$ cat config.mk
export PLATFORM = sky130hd
export DESIGN_NAME = servo_position_slew_controller
export DESIGN_NICKNAME = d
export VERILOG_FILES = /design/src/hw/rtl/spsc_pkg.sv /design/src/hw/rtl/spsc_div.sv /design/src/hw/rtl/spsc_dp.sv /design/src/hw/rtl/spsc_ctrl.sv /design/src/hw/rtl/servo_position_slew_controller.sv
export SDC_FILE = /design/constraint.sdc
export NUM_CORES = 1
export LEC_CHECK = 0
export BUFFER_PORTS_ARGS = -buffer_cell sky130_fd_sc_hd__buf_2
export CAP_MARGIN = 20
export CORE_ASPECT_RATIO = 0.9
export CORE_MARGIN = 2
export CORE_UTILIZATION = 25
export CTS_BUF_LIST = sky130_fd_sc_hd__clkbuf_16
export DETAILED_ROUTE_END_ITERATION = 8
export SYNTH_ARGS = -nofsm -noshare
export SYNTH_HDL_FRONTEND = slang
export SYNTH_SLANG_ARGS = --single-unit
$ cat constraint.sdc
create_clock -name clk -period 10.2 [get_ports clk]
set_input_delay 1.02 -clock clk [delete_from_list [all_inputs] [get_ports clk]]
set_output_delay 1.02 -clock clk [all_outputs]
set_load 0.02 [all_outputs]
$ cat src/hw/rtl/spsc_pkg.sv
`timescale 1ns / 1ps
package spsc_pkg;

  localparam int CHANNELS   = 2;
  localparam int SPEED_MAX  = 500;
  localparam int SLOW_SPEED = 10;
  localparam int SLOW_TRIM  = 17;
  localparam int DELAY_MS   = 1000;

  localparam int CFG_IDX_W  = 3;
  localparam int CFG_DATA_W = 16;
  localparam int DIV_NUM_W  = 24;
  localparam int DIV_DEN_W  = 10;

  localparam logic [2:0] FN_TICK   = 3'd0;
  localparam logic [2:0] FN_ACT    = 3'd1;
  localparam logic [2:0] FN_DEACT  = 3'd2;
  localparam logic [2:0] FN_SPEED  = 3'd3;
  localparam logic [2:0] FN_DIRECT = 3'd4;
  localparam logic [2:0] FN_GRAD   = 3'd5;

  localparam logic [CFG_IDX_W-1:0] REG_FIRST_MIN  = 3'd0;
  localparam logic [CFG_IDX_W-1:0] REG_FIRST_MAX  = 3'd1;
  localparam logic [CFG_IDX_W-1:0] REG_SECOND_MIN = 3'd2;
  localparam logic [CFG_IDX_W-1:0] REG_SECOND_MAX = 3'd3;
  localparam logic [CFG_IDX_W-1:0] REG_PULSE_MIN  = 3'd4;
  localparam logic [CFG_IDX_W-1:0] REG_PULSE_MAX  = 3'd5;

  localparam logic [3:0] OP_NOP     = 4'd0;
  localparam logic [3:0] OP_LOAD    = 4'd1;
  localparam logic [3:0] OP_TICK    = 4'd2;
  localparam logic [3:0] OP_SPD_DIV = 4'd3;
  localparam logic [3:0] OP_SPD_WR  = 4'd4;
  localparam logic [3:0] OP_PLACE   = 4'd5;
  localparam logic [3:0] OP_MUL     = 4'd6;
  localparam logic [3:0] OP_MAP_DIV = 4'd7;
  localparam logic [3:0] OP_MAP_WR  = 4'd8;
  localparam logic [3:0] OP_DEACT   = 4'd9;
  localparam logic [3:0] OP_GRAD    = 4'd10;
  localparam logic [3:0] OP_OUT     = 4'd11;

  typedef struct packed {
    logic [2:0]  func;
    logic        channel;
    logic [7:0]  position;
    logic [15:0] speed;
  } in_t;

  typedef struct packed {
    logic [15:0] first_compare;
    logic [15:0] second_compare;
    logic        first_output_on;
    logic        second_output_on;
    logic [7:0]  first_degrees;
    logic [7:0]  second_degrees;
    logic        first_moving;
    logic        second_moving;
  } out_t;

  typedef struct packed {
    logic [3:0] op;
    logic       ch;
  } dp_cmd_t;

  typedef struct packed {
    logic [2:0] func;
    logic       need_map;
    logic       div_done;
  } dp_sts_t;

endpackage

$ cat src/hw/rtl/spsc_div.sv
`timescale 1ns / 1ps
module spsc_div (
  input  logic                            clk,
  input  logic                            rst_n,
  input  logic                            start,
  input  logic [spsc_pkg::DIV_NUM_W-1:0]  num,
  input  logic [spsc_pkg::DIV_DEN_W-1:0]  den,
  output logic                            done,
  output logic [spsc_pkg::DIV_NUM_W-1:0]  quo
);

  localparam int NW = spsc_pkg::DIV_NUM_W;
  localparam int DW = spsc_pkg::DIV_DEN_W;
  localparam int CW = $clog2(NW + 1);

  logic [CW-1:0] cnt_r, cnt_nxt;
  logic          busy_r, busy_nxt;
  logic          done_r, done_nxt;
  logic [DW-1:0] rem_r, rem_nxt;
  logic [DW-1:0] den_r, den_nxt;
  logic [NW-1:0] q_r, q_nxt;
  logic [DW:0]   sh;
  logic [DW:0]   diff;
  logic          ge;

  // one quotient bit per cycle, restoring
  always_comb begin
    sh       = {rem_r, q_r[NW-1]};
    diff     = sh - {1'b0, den_r};
    ge       = (sh >= {1'b0, den_r});
    cnt_nxt  = cnt_r;
    busy_nxt = busy_r;
    done_nxt = 1'b0;
    rem_nxt  = rem_r;
    den_nxt  = den_r;
    q_nxt    = q_r;
    if (start) begin
      cnt_nxt  = CW'(NW);
      busy_nxt = 1'b1;
      rem_nxt  = '0;
      den_nxt  = den;
      q_nxt    = num;
    end else if (busy_r) begin
      rem_nxt = ge ? diff[DW-1:0] : sh[DW-1:0];
      q_nxt   = {q_r[NW-2:0], ge};
      cnt_nxt = cnt_r - 1'b1;
      if (cnt_r == CW'(1)) begin
        busy_nxt = 1'b0;
        done_nxt = 1'b1;
      end
    end
  end

  always_ff @(posedge clk) begin
    if (!rst_n) begin
      cnt_r  <= '0;
      busy_r <= 1'b0;
      done_r <= 1'b0;
    end else begin
      cnt_r  <= cnt_nxt;
      busy_r <= busy_nxt;
      done_r <= done_nxt;
    end
  end

  always_ff @(posedge clk) begin
    rem_r <= rem_nxt;
    den_r <= den_nxt;
    q_r   <= q_nxt;
  end

  assign done = done_r;
  assign quo  = q_r;

endmodule

$ cat src/hw/rtl/spsc_dp.sv
`timescale 1ns / 1ps
module spsc_dp #(
  parameter int SPEED_MAX = spsc_pkg::SPEED_MAX
) (
  input  logic                             clk,
  input  logic                             rst_n,
  input  spsc_pkg::dp_cmd_t                cmd,
  output spsc_pkg::dp_sts_t                sts,
  input  spsc_pkg::in_t                    in_data,
  input  logic                             cfg_we,
  input  logic [spsc_pkg::CFG_IDX_W-1:0]   cfg_index,
  input  logic [spsc_pkg::CFG_DATA_W-1:0]  cfg_data,
  output spsc_pkg::out_t                   out_data
);

  localparam int CH = spsc_pkg::CHANNELS;
  localparam int NW = spsc_pkg::DIV_NUM_W;
  localparam int DW = spsc_pkg::DIV_DEN_W;

  function automatic logic [7:0] clamp(input logic [7:0] p, input logic [7:0] lo,
                                       input logic [7:0] hi);
    logic [7:0] r;
    r = p;
    if (p < lo) begin
      r = lo;
    end else if (p > hi) begin
      r = hi;
    end
    return r;
  endfunction

  logic [7:0]  lim_min_r [CH];
  logic [7:0]  lim_max_r [CH];
  logic [15:0] pmin_r, pmax_r;
  logic [7:0]  cur_r  [CH];
  logic [7:0]  tgt_r  [CH];
  logic [9:0]  spd_r  [CH];
  logic [15:0] dly_r  [CH];
  logic [15:0] cd_r   [CH];
  logic [15:0] cmp_r  [CH];
  logic        on_r   [CH];
  logic        ramp_r [CH];
  logic        mch_r;
  logic        need_map_r;

  spsc_pkg::in_t  item_r;
  spsc_pkg::out_t out_r;
  logic signed [25:0] prod_r;
  logic signed [8:0]  span_r;
  logic               neg_r;

  logic        ach;
  logic [7:0]  cur_a, tgt_a, lo_a, hi_a;
  logic [9:0]  spd_a, spd_sat;
  logic [15:0] dly_a, cd_a, eff_a, cd1;
  logic [7:0]  pos_cl, step, nxt;
  logic signed [8:0]  dnum, span_in;
  logic signed [16:0] span_out;
  logic [25:0] prod_abs;
  logic [8:0]  span_abs;
  logic [NW-1:0] quo_s;
  logic [15:0] cmp_new;

  logic          div_start, div_done;
  logic [NW-1:0] div_num, div_quo;
  logic [DW-1:0] div_den;

  always_comb begin
    case (cmd.op)
      spsc_pkg::OP_TICK: ach = cmd.ch;
      spsc_pkg::OP_MUL,
      spsc_pkg::OP_MAP_WR: ach = mch_r;
      default: ach = item_r.channel;
    endcase
  end

  always_comb begin
    cur_a = cur_r[ach];
    tgt_a = tgt_r[ach];
    lo_a  = lim_min_r[ach];
    hi_a  = lim_max_r[ach];
    spd_a = spd_r[ach];
    dly_a = dly_r[ach];
    cd_a  = cd_r[ach];

    spd_sat = (item_r.speed > 16'(SPEED_MAX)) ? 10'(SPEED_MAX)
                                              : item_r.speed[9:0];
    pos_cl  = clamp(item_r.position, lo_a, hi_a);
    eff_a   = (spd_a <= 10'(spsc_pkg::SLOW_SPEED)) ? dly_a - 16'(spsc_pkg::SLOW_TRIM)
                                                   : dly_a;

    cd1 = (cd_a != 16'd0) ? cd_a - 16'd1 : 16'd0;
    if (tgt_a > cur_a) begin
      step = cur_a + 8'd1;
    end else if (tgt_a < cur_a) begin
      step = cur_a - 8'd1;
    end else begin
      step = cur_a;
    end
    nxt = clamp(step, lo_a, hi_a);

    dnum     = $signed({1'b0, cur_a}) - $signed({1'b0, lo_a});
    span_in  = $signed({1'b0, hi_a}) - $signed({1'b0, lo_a});
    span_out = $signed({1'b0, pmax_r}) - $signed({1'b0, pmin_r});

    prod_abs = prod_r[25] ? 26'(-prod_r) : 26'(prod_r);
    span_abs = span_r[8] ? 9'(-span_r) : 9'(span_r);
    quo_s    = neg_r ? NW'(~div_quo + 1'b1) : div_quo;
    cmp_new  = (span_r == 9'sd0) ? pmin_r : quo_s[15:0] + pmin_r;

    div_start = (cmd.op == spsc_pkg::OP_SPD_DIV) || (cmd.op == spsc_pkg::OP_MAP_DIV);
    if (cmd.op == spsc_pkg::OP_MAP_DIV) begin
      div_num = prod_abs[NW-1:0];
      div_den = DW'(span_abs[7:0]);
    end else begin
      div_num = NW'(spsc_pkg::DELAY_MS);
      div_den = spd_sat;
    end
  end

  spsc_div u_div (
    .clk   (clk),
    .rst_n (rst_n),
    .start (div_start),
    .num   (div_num),
    .den   (div_den),
    .done  (div_done),
    .quo   (div_quo)
  );

  always_ff @(posedge clk) begin
    if (!rst_n) begin
      for (int i = 0; i < CH; i++) begin
        lim_min_r[i] <= 8'd0;
        lim_max_r[i] <= 8'd180;
        cur_r[i]     <= '0;
        tgt_r[i]     <= '0;
        spd_r[i]     <= '0;
        dly_r[i]     <= '0;
        cd_r[i]      <= '0;
        cmp_r[i]     <= '0;
        on_r[i]      <= 1'b0;
        ramp_r[i]    <= 1'b0;
      end
      pmin_r     <= 16'd1000;
      pmax_r     <= 16'd2000;
      mch_r      <= 1'b0;
      need_map_r <= 1'b0;
    end else begin
      if (cfg_we) begin
        case (cfg_index)
          spsc_pkg::REG_FIRST_MIN:  lim_min_r[0] <= cfg_data[7:0];
          spsc_pkg::REG_FIRST_MAX:  lim_max_r[0] <= cfg_data[7:0];
          spsc_pkg::REG_SECOND_MIN: lim_min_r[1] <= cfg_data[7:0];
          spsc_pkg::REG_SECOND_MAX: lim_max_r[1] <= cfg_data[7:0];
          spsc_pkg::REG_PULSE_MIN:  pmin_r <= cfg_data;
          spsc_pkg::REG_PULSE_MAX:  pmax_r <= cfg_data;
          default: ;
        endcase
      end
      case (cmd.op)
        spsc_pkg::OP_TICK: begin
          mch_r      <= ach;
          need_map_r <= ramp_r[ach] && (cd1 == 16'd0);
          if (ramp_r[ach]) begin
            if (cd1 == 16'd0) begin
              cur_r[ach] <= nxt;
              if ((nxt == tgt_a) || (nxt == cur_a)) begin
                ramp_r[ach] <= 1'b0;
                cd_r[ach]   <= cd1;
              end else begin
                cd_r[ach] <= eff_a;
              end
            end else begin
              cd_r[ach] <= cd1;
            end
          end
        end
        spsc_pkg::OP_SPD_WR: begin
          spd_r[ach] <= spd_sat;
          dly_r[ach] <= (spd_sat == 10'd0) ? 16'hFFFF : div_quo[15:0];
        end
        spsc_pkg::OP_PLACE: begin
          mch_r       <= ach;
          cur_r[ach]  <= pos_cl;
          tgt_r[ach]  <= pos_cl;
          ramp_r[ach] <= 1'b0;
          if (item_r.func == spsc_pkg::FN_ACT) begin
            on_r[ach] <= 1'b1;
          end
        end
        spsc_pkg::OP_MAP_WR: cmp_r[ach] <= cmp_new;
        spsc_pkg::OP_DEACT: begin
          on_r[ach]   <= 1'b0;
          cmp_r[ach]  <= 16'd0;
          ramp_r[ach] <= 1'b0;
        end
        spsc_pkg::OP_GRAD: begin
          tgt_r[ach] <= pos_cl;
          if (pos_cl != cur_a) begin
            ramp_r[ach] <= 1'b1;
            cd_r[ach]   <= eff_a;
          end else begin
            ramp_r[ach] <= 1'b0;
          end
        end
        default: ;
      endcase
    end
  end

  always_ff @(posedge clk) begin
    case (cmd.op)
      spsc_pkg::OP_LOAD: item_r <= in_data;
      spsc_pkg::OP_MUL: begin
        prod_r <= 26'(dnum) * 26'(span_out);
        span_r <= span_in;
      end
      spsc_pkg::OP_MAP_DIV: neg_r <= prod_r[25] ^ span_r[8];
      spsc_pkg::OP_OUT: begin
        out_r.first_compare    <= cmp_r[0];
        out_r.second_compare   <= cmp_r[1];
        out_r.first_output_on  <= on_r[0];
        out_r.second_output_on <= on_r[1];
        out_r.first_degrees    <= cur_r[0];
        out_r.second_degrees   <= cur_r[1];
        out_r.first_moving     <= ramp_r[0];
        out_r.second_moving    <= ramp_r[1];
      end
      default: ;
    endcase
  end

  assign sts.func     = item_r.func;
  assign sts.need_map = need_map_r;
  assign sts.div_done = div_done;
  assign out_data     = out_r;

endmodule

$ cat src/hw/rtl/spsc_ctrl.sv
`timescale 1ns / 1ps
module spsc_ctrl (
  input  logic               clk,
  input  logic               rst_n,
  input  logic               in_valid,
  output logic               in_ready,
  output logic               out_valid,
  input  logic               out_ready,
  input  spsc_pkg::dp_sts_t  sts,
  output spsc_pkg::dp_cmd_t  cmd
);

  localparam logic [3:0] S_IDLE  = 4'd0;
  localparam logic [3:0] S_DISP  = 4'd1;
  localparam logic [3:0] S_TICK  = 4'd2;
  localparam logic [3:0] S_TCHK  = 4'd3;
  localparam logic [3:0] S_SPD   = 4'd4;
  localparam logic [3:0] S_SPDW  = 4'd5;
  localparam logic [3:0] S_PLACE = 4'd6;
  localparam logic [3:0] S_MUL   = 4'd7;
  localparam logic [3:0] S_MDIV  = 4'd8;
  localparam logic [3:0] S_MDW   = 4'd9;
  localparam logic [3:0] S_OUT   = 4'd10;

  logic [3:0] state_r, state_nxt;
  logic       tick_ch_r, tick_ch_nxt;
  logic       out_valid_r, out_valid_nxt;

  always_comb begin
    state_nxt     = state_r;
    tick_ch_nxt   = tick_ch_r;
    out_valid_nxt = out_valid_r && !out_ready;
    cmd.op        = spsc_pkg::OP_NOP;
    cmd.ch        = tick_ch_r;
    case (state_r)
      S_IDLE: begin
        if (in_valid) begin
          cmd.op    = spsc_pkg::OP_LOAD;
          state_nxt = S_DISP;
        end
      end
      S_DISP: begin
        tick_ch_nxt = 1'b0;
        case (sts.func)
          spsc_pkg::FN_TICK:   state_nxt = S_TICK;
          spsc_pkg::FN_ACT,
          spsc_pkg::FN_SPEED:  state_nxt = S_SPD;
          spsc_pkg::FN_DEACT: begin
            cmd.op    = spsc_pkg::OP_DEACT;
            state_nxt = S_OUT;
          end
          spsc_pkg::FN_DIRECT: state_nxt = S_PLACE;
          spsc_pkg::FN_GRAD: begin
            cmd.op    = spsc_pkg::OP_GRAD;
            state_nxt = S_OUT;
          end
          default: state_nxt = S_OUT;
        endcase
      end
      S_TICK: begin
        cmd.op    = spsc_pkg::OP_TICK;
        state_nxt = S_TCHK;
      end
      S_TCHK: begin
        if (sts.need_map) begin
          state_nxt = S_MUL;
        end else if (!tick_ch_r) begin
          tick_ch_nxt = 1'b1;
          state_nxt   = S_TICK;
        end else begin
          state_nxt = S_OUT;
        end
      end
      S_SPD: begin
        cmd.op    = spsc_pkg::OP_SPD_DIV;
        state_nxt = S_SPDW;
      end
      S_SPDW: begin
        if (sts.div_done) begin
          cmd.op    = spsc_pkg::OP_SPD_WR;
          state_nxt = (sts.func == spsc_pkg::FN_ACT) ? S_PLACE : S_OUT;
        end
      end
      S_PLACE: begin
        cmd.op    = spsc_pkg::OP_PLACE;
        state_nxt = S_MUL;
      end
      S_MUL: begin
        cmd.op    = spsc_pkg::OP_MUL;
        state_nxt = S_MDIV;
      end
      S_MDIV: begin
        cmd.op    = spsc_pkg::OP_MAP_DIV;
        state_nxt = S_MDW;
      end
      S_MDW: begin
        if (sts.div_done) begin
          cmd.op = spsc_pkg::OP_MAP_WR;
          if ((sts.func == spsc_pkg::FN_TICK) && !tick_ch_r) begin
            tick_ch_nxt = 1'b1;
            state_nxt   = S_TICK;
          end else begin
            state_nxt = S_OUT;
          end
        end
      end
      S_OUT: begin
        if (!out_valid_r || out_ready) begin
          cmd.op        = spsc_pkg::OP_OUT;
          out_valid_nxt = 1'b1;
          state_nxt     = S_IDLE;
        end
      end
      default: state_nxt = S_IDLE;
    endcase
  end

  always_ff @(posedge clk) begin
    if (!rst_n) begin
      state_r     <= S_IDLE;
      tick_ch_r   <= 1'b0;
      out_valid_r <= 1'b0;
    end else begin
      state_r     <= state_nxt;
      tick_ch_r   <= tick_ch_nxt;
      out_valid_r <= out_valid_nxt;
    end
  end

  assign in_ready  = (state_r == S_IDLE);
  assign out_valid = out_valid_r;

endmodule

$ cat src/hw/rtl/servo_position_slew_controller.sv
`timescale 1ns / 1ps
// channel   direction  handshake              payload
// in_       input      in_valid / in_ready    in_data   (command item)
// out_      output     out_valid / out_ready  out_data  (state of both channels)
// cfg_      input      cfg_valid / cfg_ready  cfg_index, cfg_data
//
// one item at a time; activate, speed and a tick that steps a channel
// wait on the shared divider
// reset: synchronous active low, limits 0..180, pulse range 1000..2000
// a finished result waits in the output register, the next item is taken meanwhile
// cfg_ready is always high
module servo_position_slew_controller #(
  parameter int SPEED_MAX = spsc_pkg::SPEED_MAX
) (
  input  logic                             clk,
  input  logic                             rst_n,
  input  logic                             in_valid,
  output logic                             in_ready,
  input  spsc_pkg::in_t                    in_data,
  output logic                             out_valid,
  input  logic                             out_ready,
  output spsc_pkg::out_t                   out_data,
  input  logic                             cfg_valid,
  output logic                             cfg_ready,
  input  logic [spsc_pkg::CFG_IDX_W-1:0]   cfg_index,
  input  logic [spsc_pkg::CFG_DATA_W-1:0]  cfg_data
);

  spsc_pkg::dp_cmd_t cmd;
  spsc_pkg::dp_sts_t sts;

  assign cfg_ready = 1'b1;

  spsc_ctrl u_ctrl (
    .clk       (clk),
    .rst_n     (rst_n),
    .in_valid  (in_valid),
    .in_ready  (in_ready),
    .out_valid (out_valid),
    .out_ready (out_ready),
    .sts       (sts),
    .cmd       (cmd)
  );

  spsc_dp #(
    .SPEED_MAX (SPEED_MAX)
  ) u_dp (
    .clk       (clk),
    .rst_n     (rst_n),
    .cmd       (cmd),
    .sts       (sts),
    .in_data   (in_data),
    .cfg_we    (cfg_valid && cfg_ready),
    .cfg_index (cfg_index),
    .cfg_data  (cfg_data),
    .out_data  (out_data)
  );

  a_busy_after_accept: assert property (@(posedge clk) disable iff (!rst_n)
    in_valid && in_ready |=> !in_ready)
    else $error("input taken while an item is in work");

  a_result_frees_input: assert property (@(posedge clk) disable iff (!rst_n)
    $rose(out_valid) |-> in_ready)
    else $error("result posted without returning to idle");

endmodule

Word-level counts from Yosys, hierarchy flattened:

Memories as Yosys holds them, arrays and structs flattened. A register that Yosys moved wholly into a read port is not among the register bits.
Cells that the tools add are included.

* register bits after elaboration: 155
* RAM bits: 184
* input bits: 52
* output and inout port bits: 55
* logic and storage cells: 303
* memories kept: 10

Memory list
* u_dp.cd_r: depth 2, width 16, read ports 1, clocked after memory_dff 0, write ports 2, RTL line spsc_dp.sv:39 `logic [15:0] cd_r [CH];`
* u_dp.cmp_r: depth 2, width 16, read ports 2, clocked after memory_dff 2, write ports 2, RTL line spsc_dp.sv:40 `logic [15:0] cmp_r [CH];`
* u_dp.dly_r: depth 2, width 16, read ports 1, clocked after memory_dff 0, write ports 2, RTL line spsc_dp.sv:38 `logic [15:0] dly_r [CH];`
* u_dp.spd_r: depth 2, width 10, read ports 1, clocked after memory_dff 0, write ports 2, RTL line spsc_dp.sv:37 `logic [9:0] spd_r [CH];`
* u_dp.cur_r: depth 2, width 8, read ports 3, clocked after memory_dff 2, write ports 2, RTL line spsc_dp.sv:35 `logic [7:0] cur_r [CH];`
* u_dp.lim_max_r: depth 2, width 8, read ports 1, clocked after memory_dff 0, write ports 2, RTL line spsc_dp.sv:33 `logic [7:0] lim_max_r [CH];`
* 4 more memories

* $add $sub $neg: 13
* multiply operators: 1
* $lt $le $gt $ge: 9
* equality and inequality tests: 41
* muxes and demuxes: 153
* bitwise operators: 19
* reduce and logical (&&, ||, !) cells: 35

Operators by type and width (count)
* $mux W16: 12
* $mux W8: 16
* $mux W1: 99
* $mux W24: 4
* $reduce_or A16 Y1: 3
* $pmux W4 S11: 1
* $mux W4: 10
* $pmux W4 S10: 1
* $eq A4 B3 Y1 const B: 8
* $mux W10: 3
* $eq A4 B4 Y1 const B: 7
* $mul A9 B17 Y26: 1
* $gt A8 B8 Y1: 3
* $lt A8 B8 Y1: 3
* $neg A24 Y24: 1
* $sub A8 B8 Y9: 2
* $sub A16 B16 Y17: 1
* $add A16 B1 Y16 const B: 1
* $add A16 B16 Y16: 1
* $eq A4 B2 Y1 const B: 4
* $eq A8 B8 Y1: 2
* $gt A16 B9 Y1 const B: 1
* $logic_not A16 Y1: 1
* $not A16 Y16: 1
* other kinds (43): 85

Longest topological paths before layout:

Gate-level depths: netlist (run 1).
An unclocked memory read counts as a cell.

* word-level depth: 28
* depth in mapped cells: 42
* gate-level depth less buffers: 37

By module:

From an unflattened synthesis (run 1), not the netlist that was laid out.

* cells, all modules: 2808
* area total of the unflattened synthesis: 27730.3 µm²

By module, submodules not included
* spsc_dp: instances 1, cells each 2502, area an instance 24507.3 µm², sequential area each 9619.2 µm²
* spsc_div: instances 1, cells each 207, area an instance 2543.7 µm², sequential area each 1361.3 µm²
* spsc_ctrl: instances 1, cells each 97, area an instance 668.1 µm², sequential area each 120.1 µm²
* servo_position_slew_controller: instances 1, cells each 2, area an instance 11.3 µm², sequential area each 0.0 µm²

Worst setup path before layout (run 1):

Ideal clock, no wire load.

* path kind: reg2reg
* from: reg u_ctrl.state_r[2]
* to: reg u_dp.prod_r[25], data pin
* setup time: 0.260 ns
* data arrival time: 8.965 ns
* data required time: 9.940 ns
* setup slack: 0.975 ns
* stages on the path, launching flop included: 38
* buffers on the path: 4
* period minus slack after synthesis: 9.225 ns
* cell sequence: dfxtp_1 -> buf_6 -> nand2b_1 -> o31ai_2 -> o211a_4 -> buf_6 -> buf_4 -> mux2i_1 -> ha_1 -> a21oi_1 -> o21bai_1 -> a21oi_1 -> o21bai_1 -> a21oi_1 -> clkbuf_1 -> nand2_1 -> fa_1 -> inv_1 -> [... 2 more ...] -> fa_1 -> inv_1 -> fa_1 -> fa_1 -> ha_1 -> a21oi_1 -> o21bai_1 -> a21oi_1 -> o21bai_1 -> a21oi_1 -> o21bai_1 -> a31oi_1 -> a21oi_1 -> a41o_1 -> o41ai_1 -> o21bai_1 -> a21oi_1 -> xnor2_1

* word-level cells in the longest chain between the ends: 8
* elaborated cells on any way between the ends: 20
* classes of those cells: add/sub: 1; mul: 1; eq/ne: 12; mux: 2; reduce/logical: 2; memory: 2

Ends and longest elaborated chain
* start: declaration: RTL line spsc_ctrl.sv:25 `logic [3:0] state_r, state_nxt;`
* start signal: assignment: RTL line spsc_ctrl.sv:124 `state_r <= state_nxt;`
* $eq A4 B4 Y1 (tied with other cells): RTL line spsc_ctrl.sv:35 `case (state_r)`
* $pmux W4 S10 (*): RTL line spsc_ctrl.sv:35
* $eq A4 B4 Y1 / $eq A4 B3 Y1 (equally long branches): RTL line spsc_dp.sv:69 `case (cmd.op)`
* $reduce_or A2 Y1: RTL line spsc_dp.sv:69
* $pmux W1 S2 (*): RTL line spsc_dp.sv:69
* $mem_v2 Z2 W8 (on tied branches)
* $sub A8 B8 Y9 (*): RTL line spsc_dp.sv:102 `dnum = $signed({1'b0, cur_a}) - $signed({1'b0, lo_a});`
* $mul A9 B17 Y26 (*): RTL line spsc_dp.sv:216 `prod_r <= 26'(dnum) * 26'(span_out);`
* end signal: assignment: RTL line spsc_dp.sv:216
* end: declaration: RTL line spsc_dp.sv:48 `logic signed [25:0] prod_r;`

Mark *: on every way between the ends. The rest lies on a longest branch, timed or not.
A chain may end at the register's enable or synchronous reset.

Final worst setup path (run 1):

* from: reg u_ctrl.state_r[0]
* to: reg u_dp.prod_r[25], data pin

Same word-level chain as after synthesis.

==> summary.md, run 1 <==
| Metric | Value |
|---|---|
| Crit-path most repeated cell | a21oi_1 |
| DRT Wirelength | 76.44 mm |
| Post-Synth XOR/XNOR Area | 5.327% |
| Vias in the first global route | 20537 |
| Post-synthesis sequential area ratio | 40.19% |
| CTS tree | yes |
| Fmax | 105.0 MHz |
| Die Ht | 319.3 µm |
| WP depth | 39 |
| Max-slew headroom | 28.02% |
| Delay-heaviest family, CP | compound AO/OA/AOI/OAI gates |
| Routability cong. | 0.9527 |
| Worst path bufs/invs | 6 |
| Core ar. | 109500 µm² |
| Routed length on met3 | 6.085 mm |
| Synth top area share | 35.77% |
| Mapped Area | 27620 µm² |
| Crit end category | flop |
| Post-route ant nets | 0 |
| First-iteration detailed-routing DRC count | 1784 |
| EDFF count, synth | 329 |
| Max layer used | met5 |
| Total GRT Usage | 13.32% |
| Post-synthesis simple-gate area fraction | 17.04% |
| Crit path DAT | 9880 ps |
| Site row count | 115 |
| Drt pass-1 iters | 8 |
| Layout cell share with drive strength beyond 1 | 11.10% |
| Root Buffer | clkbuf_16 |
| Syn. warnings | 0 |
| Syn Area/Cell | 9.851 µm² |
| Worst hold path type | reg -> reg |
| Clock transition at the registers of the reported paths | 60 ps |
| Number of clock sinks | 390 |
| Post-synthesis adder-cell area fraction | 16.51% |
| Wire per inst | 17.27 µm |
| Final period utilization | 93.39% |
| FF+latch count, synth | 390 |
| Commonest non-fill, non-tap cells in the layout | edfxtp_1, nor2_1, nand2_1 |
| Hold-critical path depth | 0 |
| Cell area after layout | 31590 µm² |
| R2R setup slack | 670 ps |
| Setup-violating endpoint count in the final report | 0 |
| Async SR Flop Fraction | 0% |
| Mux cell area share after synthesis | 3.891% |
| Setup Skew | 28.22 ps |
| Met1 wire length | 34.61 mm |
| Slew @ Worst Pin | 1080 ps |
| Die X | 354.4 µm |
| Largest family of logic cells by synthesized area | simple AND/OR/NAND/NOR gates |
| Commonest non-fill, non-tap cell in the layout | edfxtp_1 |
| H-tree levels | 2 |
| WS Path Type | reg -> reg |
| Synth area leaders | edfxtp_1, fa_1, ha_1, nor2_1, dfxtp_1 |
| Inst Count DP | 4332 |
| Final-report max-slew violation count | 0 |
| RR Startpoint | u_ctrl.state_r[0]$_SDFFE_PN0P_ |
| Worst Setup Slack post-DPL | 281.2 ps |
| Maxcap violations | 0 |
| Routed via count | 21094 |
| Post-DP HPWL | 58.26 mm |
| Routed wl met2 | 32.96 mm |
| Hold wc startpoint | u_dp.cmp_r[0][0]$_SDFFCE_PN0P_ |
| Longest Clk Path Bufs | 3 |
| Primary FF master, synth | edfxtp_1 |
| Fin cells | 4427 |
| Final #Nets | 3264 |
| # IOs | 107 |
| Starting density of the core | 25.23% |
| Total congestion overflow | 0 |
| CP Launch Type | flop |
| Fin. Hold Viols | 0 |
| Reg2reg end | u_dp.prod_r[25]$_DFFE_PN_ |
| Initial antenna violation count | 4 |
| Slowest CP cell | fa_1 |
| Post-Synthesis Cells | 2804 |
| Worst Path Required | 10560 ps |
| Hold Path End | out_data[36]$_DFFE_PN_ |
| RSZ-0062 raised after global routing | no |
| First-pass GRT wire length | 118.7 mm |
| Post-synthesis cell type count | 102 |
| Total CTS buffers | 46 |
| Area Overhead vs Synth | 14.38% |
| Die area | 113200 µm² |
| Skew-Pair Late Insertion Delay | 610 ps |
| Crit-path max FO | 15 |
| Run status | finished, final reports clean |
| R2R cell count | 39 |
| CP max stage delay | 550 ps |
| Synth Area in Compound Gates | 12.08% |
| Min setup slack post-route | 673.8 ps |
| Largest net degree at the start of global routing | 60 |
| PortBufs | 105 |
| Routed vias/inst | 4.765 |
| DP Area | 30000 µm² |
| Tmin final | 9526 ps |
| Fin Setup TNS | 0 ps |
| Area leader, netlist | edfxtp_1 |
| DR DRC count | 0 |
| Fill cells | 11417 |
state kept, by name, indices dropped and copies added (netlist names), 2 cells and up:
register          count
out_data             52
u_ctrl.state_r        4
u_dp.cd_r            32
u_dp.cmp_r           32
u_dp.cur_r           16
u_dp.dly_r           32
u_dp.item_r          25
u_dp.lim_max_r       16
u_dp.lim_min_r       16
u_dp.on_r             2
u_dp.pmax_r          16
u_dp.pmin_r          16
u_dp.prod_r          25
u_dp.ramp_r           2
u_dp.span_r           9
u_dp.spd_r           20
u_dp.sts              3
u_dp.tgt_r           16
u_dp.u_div.cnt_r      5
u_dp.u_div.den_r     10
u_dp.u_div.quo       24
u_dp.u_div.rem_r     10
per-stage QoR:
stage | util, % | hold slack [ps]
2_1_floorplan | - | 400.3
3_3_place_gp | 27.38 | 401.2
3_5_place_dp | 27.39 | 404.5
4_1_cts | 28.76 | 415.4
5_1_grt | 28.85 | 426.9
6_report | 28.85 | 415.8
cell usage after synthesis (51+ instances only):
cell type and n:
o21ai_0 108, a21oi_1 145, dfxtp_1 61, nand3_1 51, xnor2_1 112, nand2b_1 54
nand2_1 316, inv_1 238, fa_1 131, nor2_1 326, nor3_1 74, edfxtp_1 329
mux2i_1 72, clkbuf_1 70, xor2_1 56, ha_1 155
area by class of cell:
class / instances / area (µm²) / share of cell area, %
Timing Repair Buffer: 170 / 1033 / 3.271
Clock inverter: 40 / 346.6 / 1.097
Antenna cell: 1 / 2.502 / 0.007920
Multi-Input combinational cell: 2076 / 15220 / 48.17
Clock buffer: 46 / 1151 / 3.643
Sequential cell: 390 / 11100 / 35.14
Inverter: 242 / 908.4 / 2.875
Tap cell: 1462 / 1829 / 5.790
routing by layer:
metal | vias up | GRT usage (%)
li1 | 10063 | -
met1 | 10184 | 18.27
met2 | 706 | 20.20
met3 | 139 | 3.382
met4 | 2 | 4.727
met5 | - | 0
worst register-to-register path, delay by kind of cell, from the launching register on:
family,cells,cell delay [ps]
AND/OR/NAND/NOR,4,420
AO/OA/AOI/OAI,20,4170
XOR/XNOR,2,230
adder cells (fa/ha/maj),7,3170
flip-flops,1,510
buffers and inverters,6,750
kinds of logic (layout without fill, tap and decap cells):
group / count (synthesis) / after routing
adder cells (fa/ha/maj): 286 / 286
XOR/XNOR: 168 / 168
buffers and inverters: 340 / 498
other: 2 / 5
AO/OA/AOI/OAI: 507 / 507
AND/OR/NAND/NOR: 1009 / 1009
multiplexers: 102 / 102
flip-flops: 390 / 390
repair_timing:
action / 4_1_cts / 5_1_grt
setup buffers: 0 / 5
resized for setup: 0 / 4
hold buffers: 0 / 0
endpoints found under the setup margin: 0 / 3
worst max-delay path by stage:
stage                                              start                         to  slack (ps)
after floorplan           u_ctrl.state_r[2]$_SDFFE_PN0P_  u_dp.prod_r[25]$_DFFE_PN_         980
after global placement    u_ctrl.state_r[0]$_SDFFE_PN0P_  u_dp.prod_r[25]$_DFFE_PN_         250
after detailed placement  u_ctrl.state_r[0]$_SDFFE_PN0P_  u_dp.prod_r[25]$_DFFE_PN_         280
after CTS                 u_ctrl.state_r[0]$_SDFFE_PN0P_  u_dp.prod_r[25]$_DFFE_PN_         220
after global routing      u_ctrl.state_r[0]$_SDFFE_PN0P_  u_dp.prod_r[25]$_DFFE_PN_          20
final                     u_ctrl.state_r[0]$_SDFFE_PN0P_  u_dp.prod_r[25]$_DFFE_PN_         670
Power of run 1 is not shown: default switching activity piles up to over one toggle a cycle in this logic, so the estimate is an artifact.
==> run 2: changes to the inputs <==
==> constraint.sdc (replaced) <==
create_clock -name clk -period 7.8 [get_ports clk]
set_input_delay 0.78 -clock clk [delete_from_list [all_inputs] [get_ports clk]]
set_output_delay 0.78 -clock clk [all_outputs]
set_load 0.1 [all_outputs]
==> summary.md, run 2 (synthesis results as in run 1) <==
| Metric | Value |
|---|---|
| CTS tree | yes |
| DR DRC count | 0 |
| Max FFs per register | 52 |
| WS Path Type | reg -> reg |
| Worst Path Required | 8140 ps |
| R2R setup slack | 20 ps |
| Fin. Hold Viols | 0 |
| Layout cell share with drive strength beyond 1 | 18.00% |
| Routability cong. | 0.9648 |
| DP Area | 31600 µm² |
| Skew-Pair Late Insertion Delay | 600 ps |
| Post-DP HPWL | 63.87 mm |
| Max-slew headroom | 33.73% |
| Final-report max-slew violation count | 0 |
| Area Overhead vs Synth | 21.00% |
| Core ar. | 109500 µm² |
| Worst hold path type | in -> reg |
| Final period utilization | 99.74% |
| Fmax | 128.5 MHz |
| Run status | finished, final reports clean |
| Root Buffer | clkbuf_16 |
| First-pass GRT wire length | 126.4 mm |
| Total CTS buffers | 45 |
| Commonest non-fill, non-tap cells in the layout | edfxtp_1, nor2_1, nand2_1 |
| Reg2reg end | u_dp.prod_r[25]$_DFFE_PN_ |
| CP Launch Type | flop |
| Hold wc startpoint | in_data[13] |
| Cell area after layout | 33420 µm² |
| # IOs | 107 |
| Maxcap violations | 0 |
| Worst path bufs/invs | 3 |
| Setup-violating endpoint count in the final report | 0 |
| Starting density of the core | 25.23% |
| Clock transition at the registers of the reported paths | 60 ps |
| Site row count | 115 |
| Crit path DAT | 8120 ps |
| Routed via count | 21795 |
| Largest net degree at the start of global routing | 53 |
| Commonest non-fill, non-tap cell in the layout | edfxtp_1 |
| Drt pass-1 iters | 7 |
| Number of clock sinks | 390 |
| RR Startpoint | u_ctrl.state_r[2]$_SDFFE_PN0P_ |
| Min setup slack post-route | 20.51 ps |
| Longest Clk Path Bufs | 3 |
| Die area | 113200 µm² |
| Hold buffer count at cts | 0 |
| Crit-path most repeated cell | a21oi_2 |
| Hold-critical path depth | 1 |
| Post-route ant nets | 0 |
| Die Ht | 319.3 µm |
| H-tree levels | 2 |
| DRT Wirelength | 81.31 mm |
| RSZ-0062 raised after global routing | yes |
| Initial antenna violation count | 13 |
| Total GRT Usage | 14.23% |
| Delay-heaviest family, CP | compound AO/OA/AOI/OAI gates |
| Crit-path max FO | 7 |
| Crit end category | flop |
| Die X | 354.4 µm |
| Worst Setup Slack post-DPL | -282.0 ps |
| CP max stage delay | 540 ps |
| R2R cell count | 35 |
| Final #Nets | 3452 |
| PortBufs | 105 |
| First-iteration detailed-routing DRC count | 1556 |
| Slew @ Worst Pin | 994.1 ps |
| Vias in the first global route | 21412 |
| Hold Path End | u_dp.item_r[13]$_DFFE_PN_ |
| Setup Skew | 20.64 ps |
| Total congestion overflow | 0 |
| Wire per inst | 17.62 µm |
| Hold WS | 357.6 ps |
| Slowest CP cell | fa_1 |
| Tmin final | 7779 ps |
| Routed vias/inst | 4.723 |
-- run 2: changes by cell type in the layout (fill, tap and decap cells not counted), sizes merged --
cell      before  now
buf          170  358
clkbuf        46   47
clkinvlp       6    4
diode          1    3
clkinv        16   21
inv          256  250
-- run 2: worst max path at each step --
stage          slack, ps  cells after the start                   endpoint                           start
2_1_floorplan       -200                     37  u_dp.prod_r[25]$_DFFE_PN_  u_ctrl.state_r[3]$_SDFFE_PN0P_
3_3_place_gp        -240                     35  u_dp.prod_r[25]$_DFFE_PN_  u_ctrl.state_r[0]$_SDFFE_PN0P_
3_5_place_dp        -280                     35  u_dp.prod_r[25]$_DFFE_PN_  u_ctrl.state_r[0]$_SDFFE_PN0P_
4_1_cts              -50                     36  u_dp.prod_r[25]$_DFFE_PN_  u_ctrl.state_r[2]$_SDFFE_PN0P_
5_1_grt             -370                     36  u_dp.prod_r[25]$_DFFE_PN_  u_ctrl.state_r[2]$_SDFFE_PN0P_
6_report              20                     35  u_dp.prod_r[25]$_DFFE_PN_  u_ctrl.state_r[2]$_SDFFE_PN0P_
-- run 2: per-layer routing --
layer | global-route usage [%] | up-vias | part of all wire (%)
met1 | 19.44 | 10631 | 45
met3 | 3.062 | 117 | 7.1
li1 | - | 10446 | -
met4 | 3.701 | 14 | 2.3
met2 | 22.70 | 587 | 46
met5 | 0 | - | 0.11
-- run 2: cell type report --
cell class	count	area [µm²]
multi-input cells	2076	15570
diodes	3	7.507
inverters	242	913.4
repair buffers	359	2525
well taps	1462	1829
flip-flops and latches	390	11110
clock buffers	46	1151
clock inverters	37	314.1
fillers	11324	76070
-- run 2: worst register-to-register path: cells and delay by family (launching register included) --
kind                     cells  cell delay, ps
adder cells (fa/ha/maj)      7            2950
buffers and inverters        3             140
flip-flops                   1             360
AO/OA/AOI/OAI               20            3100
XOR/XNOR                     2             310
AND/OR/NAND/NOR              2             330
multiplexers                 1             350
-- run 2: per-stage QoR --
| step | util [%] | cells | setup TNS [ps] |
|---|---|---|---|
| after floorplan | - | 2806 | -197.9 |
| after global placement | 28.84 | 4508 | -309.8 |
| after detailed placement | 28.86 | 4510 | -410.3 |
| after CTS | 30.37 | 4607 | -49.25 |
| after global routing | 30.52 | 4613 | -1008 |
| final | 30.53 | 4615 | 0 |
-- run 2: repair_timing --
action                     4_1_cts  5_1_grt
pin swaps                       33       25
gates cloned                     0        0
resized for setup               17       27
setup endpoints to repair        9       41
setup buffers                   14        5
Power of run 2 is left out for the same reason.
